<file path="src/hw/rtl/ssba_pkg.sv">
`default_nettype none
// ----------------------------------------------------------------------------
// Swap slot bitmap allocator package
// Shared sizes, status codes and controller/datapath command types.
// ----------------------------------------------------------------------------
package ssba_pkg;

    localparam int MAX_SLOTS        = 1024;
    localparam int SECTORS_PER_PAGE = 8;

    localparam int SLOT_W   = 10;
    localparam int SECTOR_W = 13;
    localparam int STATUS_W = 2;
    localparam int COUNT_W  = 11;

    localparam int ROW_W     = 32;
    localparam int BIT_W     = $clog2(ROW_W);
    localparam int ROWS      = MAX_SLOTS / ROW_W;
    localparam int ROW_IDX_W = (ROWS > 1) ? $clog2(ROWS) : 1;
    localparam int CNT_W     = (SECTORS_PER_PAGE > 1) ? $clog2(SECTORS_PER_PAGE) : 1;
    localparam int PROD_W    = SLOT_W + 7;

    localparam logic [COUNT_W-1:0] MAX_COUNT   = COUNT_W'(MAX_SLOTS);
    localparam logic [COUNT_W-1:0] COUNT_RESET = COUNT_W'(1024);
    localparam logic [CNT_W-1:0]   CNT_LAST    = CNT_W'(SECTORS_PER_PAGE - 1);

    localparam logic [STATUS_W-1:0] ST_OK         = STATUS_W'(0);
    localparam logic [STATUS_W-1:0] ST_FULL       = STATUS_W'(1);
    localparam logic [STATUS_W-1:0] ST_NOT_IN_USE = STATUS_W'(2);

    localparam logic ACT_ALLOC = 1'b0;
    localparam logic ACT_FREE  = 1'b1;

    typedef struct packed {
        logic ready;
        logic load;
        logic lookup;
        logic decide;
        logic emit;
    } t_cmd;

    typedef struct packed {
        logic out_free;
        logic last_item;
    } t_stat;

endpackage
`default_nettype wire

</file>
<file path="src/hw/rtl/ssba_req_if.sv">
`default_nettype none
// ----------------------------------------------------------------------------
// Request channel
// Valid/ready channel carrying one allocate or free request per transaction.
// ----------------------------------------------------------------------------
interface ssba_req_if;
    logic                           valid;
    logic                           ready;
    logic                           action;
    logic [ssba_pkg::SLOT_W-1:0]    slot_number;

    modport source (output valid, output action, output slot_number, input ready);
    modport sink   (input valid, input action, input slot_number, output ready);
endinterface
`default_nettype wire

</file>
<file path="src/hw/rtl/ssba_rsp_if.sv">
`default_nettype none
// ----------------------------------------------------------------------------
// Response channel
// Valid/ready channel carrying one sector address or status per transaction.
// ----------------------------------------------------------------------------
interface ssba_rsp_if;
    logic                           valid;
    logic                           ready;
    logic [ssba_pkg::SLOT_W-1:0]    slot;
    logic [ssba_pkg::SECTOR_W-1:0]  sector_address;
    logic [ssba_pkg::STATUS_W-1:0]  status;
    logic                           last;

    modport source (output valid, output slot, output sector_address, output status,
                    output last, input ready);
    modport sink   (input valid, input slot, input sector_address, input status,
                    input last, output ready);
endinterface
`default_nettype wire

</file>
<file path="src/hw/rtl/swap_slot_bitmap_allocator.sv">
`default_nettype none
// ----------------------------------------------------------------------------
// Swap slot bitmap allocator
// First-fit allocation and release of swap slots with sector run output.
// ----------------------------------------------------------------------------
// The used-slot bitmap lives in a 32-word by 32-bit RAM; per-row valid and full
// flags in flip-flops clear at reset, so the block is ready right after reset
// with no clearing pass. A request passes an accept state, a RAM read state
// and a decision state, then emits its results one per cycle through an
// output register while the response channel is ready: a sector run of 8
// addresses, or a single status. A new request is taken only after the last
// result is emitted. The single RAM read per request sets the lookup time;
// the first-fit search is a priority encode over the row full flags
// followed by one over the fetched word.
// ----------------------------------------------------------------------------
module swap_slot_bitmap_allocator (
    input  wire logic                           i_clk,
    input  wire logic                           i_rst_n,
    input  wire logic                           i_cfg_wr_en,
    input  wire logic [ssba_pkg::COUNT_W-1:0]   i_cfg_wr_data,
    ssba_req_if.sink                            i_req,
    ssba_rsp_if.source                          o_rsp
);
    import ssba_pkg::*;

    t_cmd  cmd;
    t_stat stat;

    ssba_ctrl u_ctrl (
        .i_clk       (i_clk),
        .i_rst_n     (i_rst_n),
        .i_req_valid (i_req.valid),
        .i_stat      (stat),
        .o_cmd       (cmd)
    );

    ssba_dp u_dp (
        .i_clk            (i_clk),
        .i_rst_n          (i_rst_n),
        .i_cfg_wr_en      (i_cfg_wr_en),
        .i_cfg_wr_data    (i_cfg_wr_data),
        .i_action         (i_req.action),
        .i_slot_number    (i_req.slot_number),
        .i_cmd            (cmd),
        .o_stat           (stat),
        .o_valid          (o_rsp.valid),
        .i_ready          (o_rsp.ready),
        .o_slot           (o_rsp.slot),
        .o_sector_address (o_rsp.sector_address),
        .o_status         (o_rsp.status),
        .o_last           (o_rsp.last)
    );

    assign i_req.ready = cmd.ready;

    a_accept_lookup: assert property (@(posedge i_clk) disable iff (!i_rst_n)
        cmd.load |=> cmd.lookup)
        else $error("accepted request not followed by lookup");

    a_lookup_decide: assert property (@(posedge i_clk) disable iff (!i_rst_n)
        cmd.lookup |=> cmd.decide)
        else $error("lookup not followed by decision");

    a_emit_free: assert property (@(posedge i_clk) disable iff (!i_rst_n)
        cmd.emit |-> stat.out_free)
        else $error("result emitted over a pending result");

    a_status_last: assert property (@(posedge i_clk) disable iff (!i_rst_n)
        (o_rsp.valid && (o_rsp.status != ST_OK)) |-> o_rsp.last)
        else $error("status result not flagged last");
endmodule
`default_nettype wire

</file>
<file path="src/hw/rtl/ssba_ram.sv">
`default_nettype none
// ----------------------------------------------------------------------------
// Generic RAM
// One write port, one read port with registered read data.
// ----------------------------------------------------------------------------
module ssba_ram #(
    parameter int WIDTH = 32,
    parameter int DEPTH = 32
) (
    input  wire logic                       i_clk,
    input  wire logic                       i_we,
    input  wire logic [$clog2(DEPTH)-1:0]   i_waddr,
    input  wire logic [WIDTH-1:0]           i_wdata,
    input  wire logic                       i_re,
    input  wire logic [$clog2(DEPTH)-1:0]   i_raddr,
    output logic      [WIDTH-1:0]           o_rdata
);
    logic [WIDTH-1:0] r_mem [DEPTH];

    always_ff @(posedge i_clk) begin
        if (i_we) begin
            r_mem[i_waddr] <= i_wdata;
        end
        if (i_re) begin
            o_rdata <= r_mem[i_raddr];
        end
    end
endmodule
`default_nettype wire

</file>
<file path="src/hw/rtl/ssba_ctrl.sv">
`default_nettype none
// ----------------------------------------------------------------------------
// Allocator controller
// Sequences accept, bitmap lookup, decision and result emission.
// ----------------------------------------------------------------------------
module ssba_ctrl (
    input  wire logic           i_clk,
    input  wire logic           i_rst_n,
    input  wire logic           i_req_valid,
    input  wire ssba_pkg::t_stat i_stat,
    output ssba_pkg::t_cmd      o_cmd
);
    import ssba_pkg::*;

    typedef enum logic [3:0] {
        S_IDLE   = 4'b0001,
        S_LOOKUP = 4'b0010,
        S_DECIDE = 4'b0100,
        S_EMIT   = 4'b1000
    } t_state;

    t_state r_state, n_state;

    always_comb begin
        o_cmd.ready  = (r_state == S_IDLE);
        o_cmd.load   = (r_state == S_IDLE) && i_req_valid;
        o_cmd.lookup = (r_state == S_LOOKUP);
        o_cmd.decide = (r_state == S_DECIDE);
        o_cmd.emit   = (r_state == S_EMIT) && i_stat.out_free;
    end

    always_comb begin
        n_state = r_state;
        unique case (r_state)
            S_IDLE: begin
                if (i_req_valid) n_state = S_LOOKUP;
            end
            S_LOOKUP: n_state = S_DECIDE;
            S_DECIDE: n_state = S_EMIT;
            S_EMIT: begin
                if (i_stat.out_free && i_stat.last_item) n_state = S_IDLE;
            end
            default: n_state = S_IDLE;
        endcase
    end

    always_ff @(posedge i_clk) begin
        if (!i_rst_n) begin
            r_state <= S_IDLE;
        end else begin
            r_state <= n_state;
        end
    end
endmodule
`default_nettype wire

</file>
<file path="src/hw/rtl/ssba_dp.sv">
`default_nettype none
// ----------------------------------------------------------------------------
// Allocator datapath
// Bitmap RAM with row flags, first-fit search, sector run and output register.
// ----------------------------------------------------------------------------
module ssba_dp (
    input  wire logic                               i_clk,
    input  wire logic                               i_rst_n,
    input  wire logic                               i_cfg_wr_en,
    input  wire logic [ssba_pkg::COUNT_W-1:0]       i_cfg_wr_data,
    input  wire logic                               i_action,
    input  wire logic [ssba_pkg::SLOT_W-1:0]        i_slot_number,
    input  wire ssba_pkg::t_cmd                     i_cmd,
    output ssba_pkg::t_stat                         o_stat,
    output logic                                    o_valid,
    input  wire logic                               i_ready,
    output logic      [ssba_pkg::SLOT_W-1:0]        o_slot,
    output logic      [ssba_pkg::SECTOR_W-1:0]      o_sector_address,
    output logic      [ssba_pkg::STATUS_W-1:0]      o_status,
    output logic                                    o_last
);
    import ssba_pkg::*;

    logic [COUNT_W-1:0]   r_slot_count;
    logic                 r_action;
    logic [SLOT_W-1:0]    r_req;
    logic [ROW_IDX_W-1:0] r_row, n_row;
    logic                 r_any, n_any;
    logic [ROWS-1:0]      r_row_full;
    logic [ROWS-1:0]      r_row_valid;

    logic [ROW_W-1:0]     ram_rdata;
    logic [ROW_W-1:0]     word, mask, new_word;
    logic [BIT_W-1:0]     first_zero, req_bit, sel_bit;
    logic [SLOT_W-1:0]    alloc_slot, res_slot;
    logic [COUNT_W-1:0]   eff_count;
    logic                 alloc_ok, free_ok, ok;
    logic [STATUS_W-1:0]  res_status;
    logic [PROD_W-1:0]    prod;

    logic [SLOT_W-1:0]    r_slot;
    logic [STATUS_W-1:0]  r_status;
    logic [SECTOR_W-1:0]  r_base;
    logic [CNT_W-1:0]     r_cnt;

    always_ff @(posedge i_clk) begin
        if (!i_rst_n) begin
            r_slot_count <= COUNT_RESET;
        end else if (i_cfg_wr_en) begin
            r_slot_count <= i_cfg_wr_data;
        end
    end

    always_ff @(posedge i_clk) begin
        if (i_cmd.load) begin
            r_action <= i_action;
            r_req    <= i_slot_number;
        end
    end

    always_comb begin
        n_any = 1'b0;
        n_row = '0;
        for (int i = ROWS - 1; i >= 0; i--) begin
            if (!r_row_full[i]) begin
                n_any = 1'b1;
                n_row = ROW_IDX_W'(i);
            end
        end
        if (r_action == ACT_FREE) begin
            n_any = 1'b1;
            n_row = r_req[BIT_W +: ROW_IDX_W];
        end
    end

    always_ff @(posedge i_clk) begin
        if (i_cmd.lookup) begin
            r_row <= n_row;
            r_any <= n_any;
        end
    end

    ssba_ram #(
        .WIDTH (ROW_W),
        .DEPTH (ROWS)
    ) u_bitmap (
        .i_clk   (i_clk),
        .i_we    (i_cmd.decide && ok),
        .i_waddr (r_row),
        .i_wdata (new_word),
        .i_re    (i_cmd.lookup),
        .i_raddr (n_row),
        .o_rdata (ram_rdata)
    );

    always_comb begin
        word       = r_row_valid[r_row] ? ram_rdata : '0;
        first_zero = '0;
        for (int i = ROW_W - 1; i >= 0; i--) begin
            if (!word[i]) first_zero = BIT_W'(i);
        end
        eff_count  = (r_slot_count > MAX_COUNT) ? MAX_COUNT : r_slot_count;
        alloc_slot = SLOT_W'({r_row, first_zero});
        alloc_ok   = r_any && (COUNT_W'(alloc_slot) < eff_count);
        req_bit    = r_req[BIT_W-1:0];
        free_ok    = (COUNT_W'(r_req) < eff_count) && word[req_bit];
        sel_bit    = (r_action == ACT_FREE) ? req_bit : first_zero;
        mask       = ROW_W'(1) << sel_bit;
        new_word   = (r_action == ACT_FREE) ? (word & ~mask) : (word | mask);
        ok         = (r_action == ACT_FREE) ? free_ok : alloc_ok;
        if (r_action == ACT_FREE) begin
            res_slot = r_req;
        end else begin
            res_slot = alloc_ok ? alloc_slot : '0;
        end
        if (ok) begin
            res_status = ST_OK;
        end else begin
            res_status = (r_action == ACT_FREE) ? ST_NOT_IN_USE : ST_FULL;
        end
        prod = PROD_W'(res_slot) * PROD_W'(SECTORS_PER_PAGE);
    end

    always_ff @(posedge i_clk) begin
        if (!i_rst_n) begin
            r_row_full  <= '0;
            r_row_valid <= '0;
        end else if (i_cmd.decide && ok) begin
            r_row_valid[r_row] <= 1'b1;
            r_row_full[r_row]  <= &new_word;
        end
    end

    always_ff @(posedge i_clk) begin
        if (i_cmd.decide) begin
            r_slot   <= res_slot;
            r_status <= res_status;
            r_base   <= prod[SECTOR_W-1:0];
            r_cnt    <= '0;
        end else if (i_cmd.emit) begin
            r_cnt    <= r_cnt + CNT_W'(1);
        end
    end

    assign o_stat.out_free  = !o_valid || i_ready;
    assign o_stat.last_item = (r_status != ST_OK) || (r_cnt == CNT_LAST);

    always_ff @(posedge i_clk) begin
        if (!i_rst_n) begin
            o_valid <= 1'b0;
        end else if (i_cmd.emit) begin
            o_valid <= 1'b1;
        end else if (i_ready) begin
            o_valid <= 1'b0;
        end
    end

    always_ff @(posedge i_clk) begin
        if (i_cmd.emit) begin
            o_slot           <= r_slot;
            o_sector_address <= (r_status == ST_OK) ? (r_base + SECTOR_W'(r_cnt)) : '0;
            o_status         <= r_status;
            o_last           <= o_stat.last_item;
        end
    end
endmodule
`default_nettype wire
</file>
<file path="src/flat_wrapper.sv">
// flat-port wrapper written by rule: the top's interface ports become plain ports
module swap_slot_bitmap_allocator_flat import ssba_pkg::*;
  (i_clk, i_rst_n, i_cfg_wr_en, i_cfg_wr_data, i_req_valid, i_req_action, i_req_slot_number, i_req_ready, o_rsp_valid, o_rsp_slot, o_rsp_sector_address, o_rsp_status, o_rsp_last, o_rsp_ready);
  ssba_req_if i_req_i ();
  ssba_rsp_if o_rsp_i ();
  input  wire logic i_clk;
  input  wire logic i_rst_n;
  input  wire logic i_cfg_wr_en;
  input  wire logic [ssba_pkg::COUNT_W-1:0] i_cfg_wr_data;
  input wire logic [$bits(i_req_i.valid)-1:0] i_req_valid;
  input wire logic [$bits(i_req_i.action)-1:0] i_req_action;
  input wire logic [$bits(i_req_i.slot_number)-1:0] i_req_slot_number;
  output wire logic [$bits(i_req_i.ready)-1:0] i_req_ready;
  output wire logic [$bits(o_rsp_i.valid)-1:0] o_rsp_valid;
  output wire logic [$bits(o_rsp_i.slot)-1:0] o_rsp_slot;
  output wire logic [$bits(o_rsp_i.sector_address)-1:0] o_rsp_sector_address;
  output wire logic [$bits(o_rsp_i.status)-1:0] o_rsp_status;
  output wire logic [$bits(o_rsp_i.last)-1:0] o_rsp_last;
  input wire logic [$bits(o_rsp_i.ready)-1:0] o_rsp_ready;
  assign i_req_i.valid = i_req_valid;
  assign i_req_i.action = i_req_action;
  assign i_req_i.slot_number = i_req_slot_number;
  assign i_req_ready = i_req_i.ready;
  assign o_rsp_valid = o_rsp_i.valid;
  assign o_rsp_slot = o_rsp_i.slot;
  assign o_rsp_sector_address = o_rsp_i.sector_address;
  assign o_rsp_status = o_rsp_i.status;
  assign o_rsp_last = o_rsp_i.last;
  assign o_rsp_i.ready = o_rsp_ready;
  swap_slot_bitmap_allocator u_core (.i_clk(i_clk), .i_rst_n(i_rst_n), .i_cfg_wr_en(i_cfg_wr_en), .i_cfg_wr_data(i_cfg_wr_data), .i_req(i_req_i), .o_rsp(o_rsp_i));
endmodule
</file>
<file path="config.mk">
export PLATFORM = sky130hd
export DESIGN_NAME = swap_slot_bitmap_allocator_flat
export DESIGN_NICKNAME = d
export VERILOG_FILES = /design/src/hw/rtl/ssba_pkg.sv /design/src/hw/rtl/ssba_req_if.sv /design/src/hw/rtl/ssba_rsp_if.sv /design/src/hw/rtl/swap_slot_bitmap_allocator.sv /design/src/hw/rtl/ssba_ram.sv /design/src/hw/rtl/ssba_ctrl.sv /design/src/hw/rtl/ssba_dp.sv /design/src/flat_wrapper.sv
export SDC_FILE = /design/constraint.sdc
export NUM_CORES = 2
export LEC_CHECK = 0
export BUFFER_PORTS_ARGS = -buffer_cell sky130_fd_sc_hd__buf_4
export CAP_MARGIN = 40
export CORE_AREA = 3 3 319 321
export DETAILED_ROUTE_END_ITERATION = 10
export DIE_AREA = 0 0 322 324
export GPL_TIMING_DRIVEN = 1
export PLACE_DENSITY = 0.65
export SLEW_MARGIN = 20
export SYNTH_ARGS = -nofsm -noshare
export SYNTH_HDL_FRONTEND = slang
export SYNTH_SLANG_ARGS = --single-unit
</file>
<file path="constraint.sdc">
create_clock -name i_clk -period 7.5 [get_ports i_clk]
set_clock_uncertainty 0.1 [all_clocks]
set_input_delay 0.375 -clock i_clk [delete_from_list [all_inputs] [get_ports i_clk]]
set_output_delay 0.375 -clock i_clk [all_outputs]
set_load 0.01 [all_outputs]
</file>
==> metrics.md <==
| Metric | Value |
|---|---|
| Area occupied by registers | `35000 um2` |
| Multi-input gate area | `13500 um2` |
| Pin count of the biggest net entering global routing | `152` |
| Register bit count reported by yosys | `1194` |
| Rows | `116` |
| Initial core utilization | `0.496` |
| Top cell type by total area after synthesis | `edfxtp_1` |
| DRT iter0 DRCs | `4430` |
| Register area share after synthesis | `0.709` |
| Final Util | `0.562` |
| Post_cts resized | `0` |
| CTS sink count | `1194` |
| Critical path fanouts, max | `37` |
| Area share of the largest cell type after synthesis | `0.675` |
| HP Class | `primary input to flip-flop` |
| Routed vias/inst | `6.26` |
| Final Cycle Share | `0.729` |
| Gr ovfl total | `0` |
| Req. time, crit path | `7.78 ns` |
| Mean Syn Cell Area | `12.9 um2` |
| RSZ-0062 raised after global routing | `false` |
| H-tree Lvls | `3` |
| Via count | `33100` |
| Die width | `322 um` |
| WL final | `144 mm` |
| Design Power | `14.0 mW` |
| Hold buffers post-CTS | `24` |
| Outcome | `finished, final reports clean` |
| Crit path launch type | `flip-flop` |
| Worst skew pair latency | `0.71 ns` |
| Die footprint | `104000 um2` |
| Filler cell count | `7997` |
| Number of remaining DRC errors | `0` |
| Crit end category | `flip-flop` |
| Yosys warns | `0` |
| Reg clk slew, reported paths | `0.06 ns` |
| Setup TNS Final | `0 ns` |
| Fin. Hold Viols | `0` |
| Max-slew violation count | `0` |
| Top post-synthesis cells by area | `edfxtp_1 (68%), nand2_1 (7.4%), nand3_1 (3.5%)` |
| CTS tree | `built` |
| Yosys cell types | `88` |
| Slew margin rel. | `0.328` |
| Power per cell area | `251 nW/um2` |
| Area of the core | `99600 um2` |
| Final Wtd Congestion | `0.941` |
| Final setup vio count | `0` |
| Final Critical Period | `5.47 ns` |
| # Max-Cap Violations | `0` |
| Share of layout cells above drive strength 1 | `0.126` |
| I/O pin cnt | `55` |
| Pleak | `19.4 nW` |
| Final #Nets | `3931` |
| EDFF count, synth | `1111` |
| Ys async rst share | `0` |
| Synth Instances | `3826` |
| Port Buffers | `54` |
| CP Data Arrival Time | `5.75 ns` |
| Wire per inst | `27.3 um` |
| Postcts setup bufs | `0` |
| Syn Nets | `3872` |
| First-pass GRT wire length | `210 mm` |
| Top FF cell, synth | `edfxtp_1` |
| Cts bufs inserted | `116` |
| Vias in the first global route | `30400` |
| Routed Antenna Nets | `0` |
| Post-Syn Area | `49400 um2` |
| GRT Total Usage | `0.272` |
| Root Buffer | `clkbuf_16` |
| Die height | `324 um` |
| Initial antenna violation count | `6` |
| Post-DP HPWL | `87.3 mm` |
| Area grow syn2layout | `13.3%` |
| Worst-Margin Slew | `1.00 ns` |
| Clk buf depth | `3` |
| Max VDD drop | `199 uV` |
| Max Freq | `183 MHz` |
| CP Class | `flip-flop to flip-flop` |
| First-pass iteration count of the detailed router | `6` |
==> layout make-up <==
type | count | area share
antenna | 2 | 0.0000894
multi-input combinational | 2354 | 0.242
clock inverter | 59 | 0.00964
tap | 1298 | 0.0290
timing repair buffer | 195 | 0.0349
inverter | 24 | 0.00188
sequential | 1194 | 0.626
clock buffer | 158 | 0.0566
==> path summary, 6_finish.rpt <==
kind / from / endpoint / slack, ns / depth (start not counted)
worst max register to register: u_core.u_dp.r_row[4]$_DFFE_PP_ / u_core.u_dp.u_bitmap.r_mem[23][17]$_DFFE_PP_ / 2.03 / 14
worst max-delay path: u_core.u_dp.r_row[4]$_DFFE_PP_ / u_core.u_dp.u_bitmap.r_mem[23][17]$_DFFE_PP_ / 2.03 / 14
worst min-delay path: i_cfg_wr_en / u_core.u_dp.r_slot_count[8]$_SDFFE_PN0P_ / 0.06 / 3
worst min register to register: u_core.u_dp.r_slot[3]$_DFFE_PP_ / u_core.u_dp.o_slot[3]$_DFFE_PP_ / 0.35 / 0
==> state kept, by name, summed over array words and instances (netlist names), 2 cells and up <==
name / flops
u_core.u_dp.r_row_valid: 32
u_core.u_dp.r_status: 2
u_core.u_dp.u_bitmap.r_mem: 1024
u_core.u_dp.r_slot: 10
u_core.u_dp.r_slot_count: 11
u_core.u_dp.r_row: 5
u_core.u_ctrl.r_state: 4
u_core.u_dp.o_status: 2
u_core.u_dp.o_slot: 10
u_core.u_dp.r_req: 10
u_core.u_dp.o_sector_address: 13
u_core.u_dp.u_bitmap.o_rdata: 32
u_core.u_dp.r_cnt: 3
u_core.u_dp.r_row_full: 32
==> cell usage in the layout, fill, tap and decap left out, types with 23 or more instances in the layout <==
cell type and count:
a211oi_1 67, a21oi_1 51, a22oi_1 35, a311oi_1 100, a31oi_1 113, and2_1 46, and3_1 72, and3_2 32
buf_4 136, clkbuf_1 35, clkbuf_16 119, dfxtp_1 83, dlygate4sd3_1 25, edfxtp_1 1111, mux2_2 36, mux2_4 25
nand2_1 975, nand3_1 341, nand4_1 83, nor2_1 37, o211ai_1 35, o21a_1 33, o21ai_0 23
==> worst max-delay path: stages (launching register included) <==
cell,delay (ns)
edfxtp_1,0.74
or3_4,0.25
o32ai_1,0.08
or4b_4,0.53
o22ai_4,0.59
nor2_1,0.12
ha_1,0.23
nor4b_1,0.33
o21ai_1,0.11
a31oi_1,0.21
a21oi_1,0.14
nor2_2,0.14
buf_4,0.34
and3_2,0.82
buf_4,0.38
==> kinds of logic (layout without fill, tap and decap cells) <==
| group | Yosys count | in the layout | share of synthesized area |
|---|---|---|---|
| buffers and inverters | 278 | 436 | 0.0227 |
| DFF | 1194 | 1194 | 0.709 |
| other | 0 | 2 | 0 |
| xor gates and xnor gates | 2 | 2 | 0.000355 |
| and+or+nand+nor | 1683 | 1683 | 0.154 |
| muxes | 97 | 97 | 0.0266 |
| AOI/OAI and AO/OA | 553 | 553 | 0.0823 |
| adders and majority gates | 19 | 19 | 0.00481 |
==> Yosys cell counts (all sizes together), types with 6 or more instances <==
master and number:
edfxtp 1111, mux2i 22, and3 104, nand3 342, and4 8, ha 19
nor2 40, a211oi 67, clkbuf 222, a22oi 40, a21o 14, o21a 35
o211ai 36, mux4 14, mux2 61, o21ai 26, nor3 20, inv 22
and2 47, nand2b 15, nand4 83, a21oi 59, nor2b 18, or3 6
a311oi 100, buf 32, o31ai 7, a31oi 115, nand2 975, a21boi 7
dfxtp 83, a32o 11
==> stage by stage <==
step | cells | area [um2] | setup slack [ns] | hold slack [ns]
floorplan | 3826 | 49400 | 2.40 | 0.317
global placement | 5013 | 51500 | 1.86 | 0.323
detailed placement | 5033 | 51900 | 2.18 | 0.325
CTS | 5274 | 55800 | 2.17 | 0.00697
global route | 5282 | 55900 | 1.78 | 0.0281
finish | 5284 | 56000 | 2.03 | 0.0575
==> layer usage <==
layer,wire [um],up-vias,global-route usage
li1,-,14600,-
met1,60300,16500,0.398
met2,65000,1774,0.417
met3,14200,247,0.0499
met4,4600,8,0.0837
met5,54,-,0
==> report_power, final <==
part | switching [mW] | total, mW | internal, mW | leakage, nW
clock network | 2.47 | 5.70 | 3.23 | 1.79
logic | 0.750 | 1.05 | 0.297 | 6.52
registers | 0.0343 | 7.28 | 7.25 | 11.0
(Power assumes the default switching activity.)
